==> src/hdl/svmdcd_pkg.sv <==
// shared constants, codes, state type and control structs of the svm coordinate descent block
`timescale 1ns / 1ps
package svmdcd_pkg;

   // default sizes
   localparam int unsigned NUM_FEATURES_DEF = 4096;
   localparam int unsigned NUM_SAMPLES_DEF  = 4096;
   localparam int unsigned MAX_NONZEROS_DEF = 256;

   // input command codes
   localparam logic [1:0] CMD_ENTRY    = 2'd0;
   localparam logic [1:0] CMD_PASS_END = 2'd1;
   localparam logic [1:0] CMD_READ     = 2'd2;

   // result kind codes
   localparam logic [1:0] KIND_SAMPLE = 2'd0;
   localparam logic [1:0] KIND_PASS   = 2'd1;
   localparam logic [1:0] KIND_WEIGHT = 2'd2;

   // register indexes
   localparam logic [1:0] CSR_COST_LIMIT = 2'd0;
   localparam logic [1:0] CSR_TOLERANCE  = 2'd1;
   localparam logic [1:0] CSR_MAX_PASSES = 2'd2;

   // register reset values
   localparam logic [30:0] COST_LIMIT_RST = 31'd65536;
   localparam logic [30:0] TOLERANCE_RST  = 31'd6554;
   localparam logic [15:0] MAX_PASSES_RST = 16'd1000;

   // infinity codes of the bars and pass extremes
   localparam logic signed [32:0] PINF_CODE = 33'sh0_FFFF_FFFF;
   localparam logic signed [32:0] NINF_CODE = 33'sh1_0000_0000;

   typedef enum logic [4:0] {
      ST_CLEAR,
      ST_IDLE,
      ST_E_READ,
      ST_E_MUL,
      ST_E_ACC,
      ST_G,
      ST_PG,
      ST_DEC,
      ST_DIV,
      ST_RP_INIT,
      ST_RP_BUF,
      ST_RP_W,
      ST_RP_UPD,
      ST_ALPHA_WR,
      ST_OUT_S,
      ST_PASS,
      ST_W_READ,
      ST_W_OUT
   } state_type;

   typedef struct packed {
      logic clr;
      logic capture;
      logic ent_rd;
      logic ent_mul;
      logic ent_acc;
      logic g_calc;
      logic pg_calc;
      logic newa_load;
      logic div_start;
      logic rp_init;
      logic rp_buf_rd;
      logic rp_w_rd;
      logic rp_upd;
      logic alpha_wr;
      logic out_sample;
      logic pass_end;
      logic wt_rd;
      logic out_weight;
   } ctrl_cmd_type;

   typedef struct packed {
      logic clr_last;
      logic last;
      logic pg_zero;
      logic norm_zero;
      logic div_done;
      logic rp_done;
      logic slot_free;
   } dp_status_type;

endpackage

==> src/hdl/svmdcd_ctrl.sv <==
// sequencer of the coordinate descent block
`timescale 1ns / 1ps
module svmdcd_ctrl
   import svmdcd_pkg::*;
(
   input  logic          clock,
   input  logic          reset,
   input  logic          req_valid,
   input  logic [1:0]    req_command,
   output logic          req_ready,
   input  dp_status_type status,
   output ctrl_cmd_type  cmd
);

   state_type state_ff, state_in;

   // state register
   always_ff @(posedge clock) begin
      if (reset) begin
         state_ff <= ST_CLEAR;
      end else begin
         state_ff <= state_in;
      end
   end

   // next state and commands
   always_comb begin
      state_in  = state_ff;
      cmd       = '0;
      req_ready = 1'b0;
      case (state_ff)
         ST_CLEAR: begin
            cmd.clr = 1'b1;
            if (status.clr_last) state_in = ST_IDLE;
         end
         ST_IDLE: begin
            req_ready = 1'b1;
            if (req_valid) begin
               cmd.capture = 1'b1;
               case (req_command)
                  CMD_ENTRY:    state_in = ST_E_READ;
                  CMD_PASS_END: state_in = ST_PASS;
                  CMD_READ:     state_in = ST_W_READ;
                  default:      state_in = ST_IDLE;
               endcase
            end
         end
         ST_E_READ: begin
            cmd.ent_rd = 1'b1;
            state_in   = ST_E_MUL;
         end
         ST_E_MUL: begin
            cmd.ent_mul = 1'b1;
            state_in    = ST_E_ACC;
         end
         ST_E_ACC: begin
            cmd.ent_acc = 1'b1;
            state_in    = status.last ? ST_G : ST_IDLE;
         end
         ST_G: begin
            cmd.g_calc = 1'b1;
            state_in   = ST_PG;
         end
         ST_PG: begin
            cmd.pg_calc = 1'b1;
            state_in    = ST_DEC;
         end
         ST_DEC: begin
            if (status.pg_zero) begin
               cmd.newa_load = 1'b1;
               state_in      = ST_OUT_S;
            end else if (status.norm_zero) begin
               cmd.newa_load = 1'b1;
               state_in      = ST_RP_INIT;
            end else begin
               cmd.div_start = 1'b1;
               state_in      = ST_DIV;
            end
         end
         ST_DIV: begin
            if (status.div_done) begin
               cmd.newa_load = 1'b1;
               state_in      = ST_RP_INIT;
            end
         end
         ST_RP_INIT: begin
            cmd.rp_init = 1'b1;
            state_in    = ST_RP_BUF;
         end
         ST_RP_BUF: begin
            if (status.rp_done) begin
               state_in = ST_ALPHA_WR;
            end else begin
               cmd.rp_buf_rd = 1'b1;
               state_in      = ST_RP_W;
            end
         end
         ST_RP_W: begin
            cmd.rp_w_rd = 1'b1;
            state_in    = ST_RP_UPD;
         end
         ST_RP_UPD: begin
            cmd.rp_upd = 1'b1;
            state_in   = ST_RP_BUF;
         end
         ST_ALPHA_WR: begin
            cmd.alpha_wr = 1'b1;
            state_in     = ST_OUT_S;
         end
         ST_OUT_S: begin
            if (status.slot_free) begin
               cmd.out_sample = 1'b1;
               state_in       = ST_IDLE;
            end
         end
         ST_PASS: begin
            if (status.slot_free) begin
               cmd.pass_end = 1'b1;
               state_in     = ST_IDLE;
            end
         end
         ST_W_READ: begin
            cmd.wt_rd = 1'b1;
            state_in  = ST_W_OUT;
         end
         ST_W_OUT: begin
            if (status.slot_free) begin
               cmd.out_weight = 1'b1;
               state_in       = ST_IDLE;
            end
         end
         default: state_in = ST_IDLE;
      endcase
   end

endmodule

==> config.mk <==
export PLATFORM = sky130hd
export DESIGN_NAME = svmdcd_ctrl
export DESIGN_NICKNAME = d
export VERILOG_FILES = /design/src/hdl/svmdcd_pkg.sv /design/src/hdl/svmdcd_ctrl.sv
export SDC_FILE = /design/constraint.sdc
export NUM_CORES = 1
export LEC_CHECK = 0
export ABC_AREA = 1
export BUFFER_PORTS_ARGS = -buffer_cell sky130_fd_sc_hd__buf_2
export CAP_MARGIN = 20
export CORE_MARGIN = 3
export CORE_UTILIZATION = 37
export DETAILED_ROUTE_END_ITERATION = 8
export GPL_TIMING_DRIVEN = 0
export PLACE_DENSITY_LB_ADDON = 0.1
export SLEW_MARGIN = 20
export SYNTH_ARGS = -nofsm -noshare
export SYNTH_HDL_FRONTEND = slang
export SYNTH_SLANG_ARGS = --single-unit
==> constraint.sdc <==
create_clock -name clock -period 1.4 [get_ports clock]
set_input_delay 0.07 -clock clock [delete_from_list [all_inputs] [get_ports clock]]
set_output_delay 0.07 -clock clock [all_outputs]
set_load 0.05 [all_outputs]
* Word level (Yosys, flattened, before mapping)
Index checks and enable logic that the tools add are counted.
** Word-level totals
- Output and inout bits :: 19
- Input bits :: 12
- Logic and storage cells :: 66
- Register bits :: 5
** Operators by class
- Reductions and logical operators :: 5
- Equal/unequal tests :: 23
- Muxes and demuxes :: 37
** Operators by type and width (count)
- one-hot mux 5 bit (15 select lines) :: 1
- equality test 5 x 4 -> 1 bit, second input constant :: 8
- two-way mux 1 bit :: 27
- two-way mux 5 bit :: 5
- equality test 5 x 3 -> 1 bit, second input constant :: 4
- one-hot mux 5 bit (3 select lines) :: 1
- equality test 5 x 2 -> 1 bit, second input constant :: 2
- equality test 5 bit, second input constant :: 2
- two-way mux 3 bit :: 2
- inequality test 2 bit, second input constant :: 3
- equality test 5 x 1 -> 1 bit, second input constant :: 1
- zero test 5 bit :: 1
- AND reduction 4 bit :: 1
- OR reduction 3 bit :: 1
- equality test 2 x 1 -> 1 bit, second input constant :: 1
- equality test 2 bit, second input constant :: 1
- zero test 2 bit :: 1
- inequality test 2 x 1 -> 1 bit, second input constant :: 1
- one-hot mux 1 bit (2 select lines) :: 1
- OR reduction 2 bit :: 1

* Logic depth before layout (Yosys ltp)
Gate-level depths: netlist of run 1.
- Word-level depth :: 4
- Mapped depth :: 11
- Depth with buffers taken out :: 10

* Worst setup path after synthesis of run 1
No wires, ideal clock.
- Path type :: register to output
- Start point :: register state_ff[1]
- End point :: output port cmd[9] in the netlist's numbering
- Required time :: 1.330 ns
- Stages on the path, launching flop included :: 6
- Path slack :: -0.439 ns
- Data arrival time :: 1.769 ns
- Buffers on the path :: 1
- Cell sequence :: dfxtp_1 -> buf_4 -> nand2_1 -> inv_1 -> nand2_1 -> nor3_1
** RTL lines
- start: declaration :: RTL line svmdcd_ctrl.sv:15 : state_type state_ff, state_in;
- start signal: assignment :: RTL line svmdcd_ctrl.sv:22 : state_ff <= state_in;
- end: declaration :: RTL line svmdcd_ctrl.sv:12 : output ctrl_cmd_type cmd

==> results of run 1 <==
## cell usage after synthesis, drive strengths merged
cell type and count:
dfxtp 5, o21ai 6, buf 4, inv 27, a21oi 5, nand3 20, nand3b 1, nand2 29
nor2 32, nor3 4, nand4 7
## per-stage QoR
step           cells  power (mW)  hold slack [ns]
2_1_floorplan    140        1.28            0.139
3_3_place_gp     195        1.54            0.288
3_5_place_dp     195        1.55            0.287
4_1_cts          201        1.94           0.0274
5_1_grt          213        2.56           0.0450
6_report         213        2.42           0.0343
## worst max path at each step
stage | startpoint | cells past startpoint | slack [ns] | end
after global routing | state_ff[2]$_SDFFE_PP0P_ | 10 | -0.14 | state_ff[0]$_SDFFE_PP0P_
after global placement | state_ff[1]$_SDFFE_PP0P_ | 9 | -0.08 | state_ff[0]$_SDFFE_PP0P_
after floorplan | state_ff[3]$_SDFFE_PP0P_ | 3 | -0.36 | cmd[2]
final | state_ff[3]$_SDFFE_PP0P_ | 6 | -0.05 | cmd[9]
after detailed placement | state_ff[1]$_SDFFE_PP0P_ | 9 | -0.09 | state_ff[4]$_SDFFE_PP0P_
after CTS | state_ff[2]$_SDFFE_PP0P_ | 5 | -0.05 | cmd[1]
## power by group through the flow
stage | sequential [mW] | clock (mW) | combinational, mW
floorplan | 0.221 | 0 | 1.06
global placement | 0.231 | 0 | 1.31
CTS | 0.251 | 0.167 | 1.52
finish | 0.262 | 0.162 | 1.99
global route | 0.267 | 0.174 | 2.12
detailed placement | 0.232 | 0 | 1.31
## cells by family after synthesis
kind of cell,count (synthesis),synth area share (%)
DFF,5,13.2
buffers and inverters,31,17.8
AOI/OAI and AO/OA,11,8.75
and+or+nand+nor,93,60.2
## cell type report
| class | instances | area share, % |
|---|---|---|
| inverters | 27 | 7.64 |
| plain buffers | 4 | 3.20 |
| flip-flops and latches | 5 | 7.90 |
| repair buffers | 44 | 27.7 |
| clock buffers | 4 | 1.87 |
| well taps | 25 | 2.22 |
| multi-input cells | 104 | 49.5 |
## per-layer routing
metal / track usage (%) / routed length, um
met1: 25.9 / 1180
met2: 30.9 / 1490
met3: 2.92 / 265
met4: 2.62 / 93
met5: 0 / 0
## what timing repair did
action	in CTS	in global routing
hold buffers	0	0
gates resized for setup	42	50
buffers inserted	2	12
pin swaps	6	14
endpoints found under the setup margin	23	24
==> run summary, run 1 <==
The number of antenna violations at the first check in global routing was 0. The mapped cell area came out at ~760 um^2. The final setup violation count is 11. The net load switching power came out at between 1 and 1.5 mW.

The repair_antennas step left the layout with diodes totalling 0. The total routing usage reported by global routing is 18.6%. After detailed routing, the average wire length per cell comes to ~14 um. The number of clock buffers inserted by TritonCTS is 3. The worst register-to-register path has a depth of 10.

The I/O pin count came out at 31. The static power due to leakage is around 0.72 nW. The area share of the leading cell type in the synthesized netlist is between 10 and 15%. The checks that failed: negative setup slack. In the routed layout, each cell is associated on average with a via count of around 5.3. The count of buffer and inverter cells on the critical path came out at 3. Across the whole layout, storage elements account for about 110 um^2.

The final RePlAce weighted congestion came out at 0.848. The signal on the critical path passes through inv_1 > nand3_2 > inv_1 > nand2_2 > nor3_2 > buf_6. The count of standard-cell rows came out at 15. In this run switching power makes up a little under three fifths of total power. In this run the power density over the cells is ~1700 mW/mm^2.

The shortest period the worst path allows is ~1.5 ns. The standard cell core area came out at about 0.0018 mm^2. The achievable frequency is roughly 0.69 GHz. The worst path uses 104% of the clock period.

After detailed routing, the number of remaining DRC violations is 0. The worst min-delay path endpoint is state_ff[4]$_SDFFE_PP0P_. The proportion of power drawn by combinational gates came out at between 80 and 90%. In this design, the critical path's most frequently occurring cell is sky130_fd_sc_hd__inv_1. The die boundary width came out at a little over 50 um.

The die covers between 0.002 and 0.003 mm^2. The tree is rooted in a sky130_fd_sc_hd__clkbuf_4. The depth of the CTS H-tree came out at 1. During synthesis, Yosys emitted a total of 0 warnings. The fraction of the yosys area taken by sequential cells came out at around an eighth. The internal power summed over all cells came out at between 1 and 1.5 mW. TritonCTS built the clock tree. The number of failing hold endpoints at the final stage was 0. The overall routed net length is slightly above 3000 um. The number of filler instances in the final layout is about 140. The flow ran to the end, but the final reports show violations. The hold path startpoint is reset.

The pre-antenna-repair detailed-routing pass consisted of 4 iterations. The delay of the slowest cell on the worst path came out at 0.34 ns. The setup skew after layout is between 0.007 and 0.008 ns. The final instance area is 0.00141 mm^2. Counting flops and latches in the post-synthesis netlist gives 5. For this run, the post-layout net count is approximately 200. The share of total power dissipated in the clock network is ~6.7%.

The via count of the first global-routing pass was ~890. The total vias in the final route is 1,135. The die boundary height is just over 50 um.

The latest clock arrival within the worst-skew pair is 0.24 ns. The instance area at placement came out at approximately 970 um^2. The setup path with the least slack is of type register to output port. The number of flip-flops in the largest register came out at 5.

The worst max-slew margin expressed relative to the limit came out at a little over four fifths. In the synthesized netlist, the number of instances is 140. The multi-input combinational cells in the finished layout cover a total of 697 um^2. The core occupancy in the finished layout is slightly below 80%. The worst slack at placement came out at -0.0877 ns. The class of the tightest hold or removal check is input port to register. Synthesis produced a netlist with a net count of around 150. Along the worst path, the maximum fanout reaches 3. The slowest stage of the critical path is the sky130_fd_sc_hd__dfxtp_2 cell.

Setup slack on the critical path of the routed design comes to -0.0521 ns. For this configuration, the core starts out at a cell density of between 40% and 50%. The type of destination of the critical path is an output port. The remaining number of nets flagged by the antenna check after routing is 0. The total overflow reported by the global router is 0. The detailed router finished its first iteration with 35 violations.

The top cell types in the final layout, fill and taps aside, are 22 x sky130_fd_sc_hd__buf_6, 22 x sky130_fd_sc_hd__nand2_1, 19 x sky130_fd_sc_hd__inv_1, 12 x sky130_fd_sc_hd__nand3_1, 12 x sky130_fd_sc_hd__buf_2. In the post-synthesis netlist, the biggest area contributors are sky130_fd_sc_hd__nand2_1 14%, sky130_fd_sc_hd__dfxtp_1 13%, sky130_fd_sc_hd__nand3_1 12%. Counting flops per register, the top entry is state_ff. The largest registers in the layout are state_ff x5. The pin count of the biggest net entering global routing is 11. In this run the deepest clock path goes through 2 buffers. The final-report max-slew violation count is 0. The share of total power in sequential cells is between 10% and 20%. The first global-routing pass estimated about 3900 um of wire. The clock edge transition at the registers on the reported setup and hold paths came out at 0.04 ns.

The placed wire-length estimate came out at roughly 1900 um. The arrival time of data at the critical path endpoint is about 1.4 ns. The number of buffer cells added on primary ports came out at 30. The number of sinks on the clock net came out at 5.

The setup check on the worst reg-to-reg path leaves a slack of -0.02 ns. The fraction of layout cells with a size suffix above 1 is 55.9%. The dominant cell type by area after synthesis is sky130_fd_sc_hd__nand2_1.

The tool flagged a number of max-cap violations equal to 0. The average footprint of a synthesized cell is 5.42 um^2. The layout overhead on the synthesized area came out at 85.8%.

The worst-margin pin slew came out at 0.246 ns. STA puts the critical path data required time at ~1.3 ns. VDD sags by at most between 0.001 and 0.0015 V. The category of cells accounting for the largest share of critical-path delay is buffers and inverters. In this run the critical register-to-register path is launched from state_ff[2]$_SDFFE_PP0P_. STA classifies the critical path startpoint as a register. The hold path depth came out at 2. The unique cell type count in the Yosys netlist is 19.

The total negative slack came out at -0.233 ns. Setup repair after global routing could not meet its margin everywhere. The worst register-to-register path ends at state_ff[0]$_SDFFE_PP0P_.
(Power assumes the default switching activity.)
==> run 2, diff against run 1 <==
Settings changed: BUFFER_PORTS_ARGS -buffer_cell sky130_fd_sc_hd__buf_2 to not set, CAP_MARGIN 20 to not set, DONT_BUFFER_PORTS set to 1, GPL_TIMING_DRIVEN 0 to not set.
==> run summary, run 2 (same netlist as run 1, synthesis figures left out) <==
Setup repair after global routing could not meet its margin everywhere. The first-pass GRT wire length is 4850 um (+26%). The net load switching power came out at 1.56 mW (+16%). Leaving out fill and tap cells, the most frequent cell in the layout is sky130_fd_sc_hd__buf_4. The layout overhead on the synthesized area is 116%. The number of placed instances, taps included is 201 (+3.1%). The share of power burned in the clock network is 6.5% (-0.2 points). The number of antenna violations at the first check in global routing came out at 0 (unchanged). The register containing the most flip-flops in the final layout is state_ff. The pin count of the biggest net entering global routing came out at 10 (-1). The latest clock arrival within the worst-skew pair came to 0.26 ns (+0.02 ns). The power density of the placed cells is 1720 mW/mm^2 (+0.16%). TritonCTS built the clock tree. The layout net count is 207 (+3.0%). The worst setup path is of the register to register kind. The internal power summed over all cells is 1.26 mW (+17%). The placed wire-length estimate came out at 2060 um (+11%). The clock edge transition at the registers on the reported setup and hold paths came out at 0.06 ns (+0.02 ns).

STA classifies the critical path startpoint as a register. The achievable frequency is 0.666 GHz (-3.3%). The number of clock buffers inserted by TritonCTS is 3 (unchanged). The total negative slack was -1.11 ns (-0.880 ns). The fraction of layout cells with a size suffix above 1 came to 61.3% (+5.5 points).

The hold path depth came out at 3 (+1). The run finished, with violations left. The depth of the CTS H-tree is 1 (unchanged). The largest registers in the layout are state_ff x5. The proportion of power drawn by combinational gates came out at 81.3% (-1.1 points). The checks that failed: negative setup slack. The number of flip-flops in the largest register came out at 5 (unchanged). The max capacitance violation total is 0 (unchanged). The number of failing hold endpoints at the final stage was 0 (unchanged). The share of total power in sequential cells is 12.2% (+1.3 points). The setup skew after layout is 0.0150 ns (+0.00764 ns).

The static power due to leakage is 0.790 nW (+11%). The via count of the first global-routing pass came out at 1,049 (+19%). The number of sinks on the clock net came out at 5 (unchanged).

The total routing usage reported by global routing is 24.1% (+5.5 points). The area taken by multi-input logic gates is 743 um^2 (+6.6%). The arrival time of data at the critical path endpoint is 1.64 ns (+0.26 ns). The worst max-slew margin expressed relative to the limit was 80.9% (-2.8 points). The antenna diode instance count came out at 0 (unchanged). The initial standard-cell utilization of the core came out at 41.6% (unchanged). The register cell area after layout came to 119 um^2 (+6.7%). The die boundary width came out at 51.3 um (unchanged).

The cell at the root of the clock tree is sky130_fd_sc_hd__clkbuf_4. Leaving out fill and tap cells, the most frequent cells in the layout are 26 x sky130_fd_sc_hd__buf_4, 20 x sky130_fd_sc_hd__nand2_1, 15 x sky130_fd_sc_hd__buf_6, 14 x sky130_fd_sc_hd__inv_1. The maximum clock insertion buffer count came out at 2 (unchanged).

The via count normalized by instance count came out at 5.82 (+9.2%). The shortest period the worst path allows is 1.50 ns (+0.0495 ns). The post-route fraction of the period consumed by the critical path came out at 107% (+3.5 points). The first-pass detailed-route iteration total was 5 (+1). The total vias in the final route came out at 1,274 (+12%).

The total overflow reported by the global router is 0 (unchanged). The remaining number of nets flagged by the antenna check after routing is 0 (unchanged). The die boundary height was 51.3 um (unchanged). The final setup violation count came out at 19 (+8).

The routed wirelength normalized by instance count is 18.3 um (+29%). The maximum VDD drop came out at 0.00150 V (+25%). The worst-margin pin slew was 0.285 ns (+0.0382 ns). The final RePlAce weighted congestion came out at 0.957 (+13%). The number of DRC markers in iteration 0 came to 95 (+170%). The count of standard-cell rows is 15 (unchanged). The required arrival time at the worst endpoint came out at 1.54 ns (+0.21 ns). The number of buffer cells added on primary ports came to 0 (-100%). The largest fanout on the critical path came out at 6 (+3). The final cell count without fillers came out at 219 (+2.8%).

The path depth of the worst reg2reg path came out at 9 (-1). The die area was 0.00263 mm^2 (unchanged). The number of filler instances in the final layout is 77 (-46%). The worst slack at placement is -0.119 ns (-0.0315 ns). The DRC violations left is 0 (unchanged).

The min-delay analysis places its worst path in the category input port to register. The worst setup path is captured at a register. The standard cell core area is 0.00182 mm^2 (unchanged).

The overall routed net length is 4010 um (+32%). The worst-case setup margin in the final layout came out at -0.102 ns (-0.0495 ns). The I/O pin count came out at 31 (unchanged). The switching share of power is 55.3% (-0.15 points). The final-report max-slew violation count is 0 (unchanged).
## run 2: cell count changes in the layout (fill, tap and decap cells not counted), sizes merged
cell	before	now
buf	47	53
clkbuf	5	4
dlygate4sd3	0	1
## run 2: metrics by stage
step	hold slack, ns	area [um^2]	power (mW)	utilization [%]
finish	0.0798	1640	2.81	90.0
global placement	0.140	1200	1.78	65.8
CTS	0.122	1420	2.32	78.0
detailed placement	0.142	1200	1.81	65.8
floorplan	0.139	791	1.28	-
global route	0.0917	1640	2.94	90.0
## run 2: final cells by class
cell class	count	area share, %
clock buffer	4	1.60
inverter	27	7.33
multi-input combinational	104	45.3
sequential	5	7.25
tap	25	1.91
timing repair buffer	54	36.6
## run 2: repair_timing
action | 4_1_cts | 5_1_grt
hold buffers | 1 | 0
hold endpoints to repair | 5 | 0
resized for setup | 43 | 48
setup buffers | 6 | 7
setup endpoints to repair | 24 | 23
pin swaps | 6 | 15
## run 2: worst paths after layout
check                      startpoint                        to  slack, ns
min reg2reg  state_ff[4]$_SDFFE_PP0P_  state_ff[4]$_SDFFE_PP0P_       0.56
min                    req_command[0]  state_ff[4]$_SDFFE_PP0P_       0.08
max          state_ff[2]$_SDFFE_PP0P_  state_ff[0]$_SDFFE_PP0P_      -0.10
max reg2reg  state_ff[2]$_SDFFE_PP0P_  state_ff[0]$_SDFFE_PP0P_      -0.10
## run 2: power by group through the flow
stage	combinational [mW]	sequential (mW)	clock, mW
after detailed placement	1.54	0.267	0
after global placement	1.52	0.263	0
final	2.29	0.344	0.183
after floorplan	1.06	0.221	0
after CTS	1.84	0.305	0.174
after global routing	2.40	0.341	0.194
## run 2: metal layers
layer | GRT usage, % | routed length (um) | up-vias
li1 | - | - | 553
met4 | 6.99 | 194 | 0
met5 | 0 | 0 | -
met3 | 4.37 | 477 | 25
met1 | 31.3 | 1450 | 569
met2 | 40.3 | 1890 | 127
## run 2: worst max-delay path: stages (launching register included)
cell and delay, ns:
sky130_fd_sc_hd__dfxtp_4 0.39, sky130_fd_sc_hd__nor2_4 0.19, sky130_fd_sc_hd__buf_4 0.15, sky130_fd_sc_hd__nand3_1 0.15, sky130_fd_sc_hd__nand3_1 0.16, sky130_fd_sc_hd__inv_1 0.05, sky130_fd_sc_hd__nand3_1 0.10, sky130_fd_sc_hd__nand3_2 0.08
sky130_fd_sc_hd__nand2_1 0.08, sky130_fd_sc_hd__inv_1 0.04
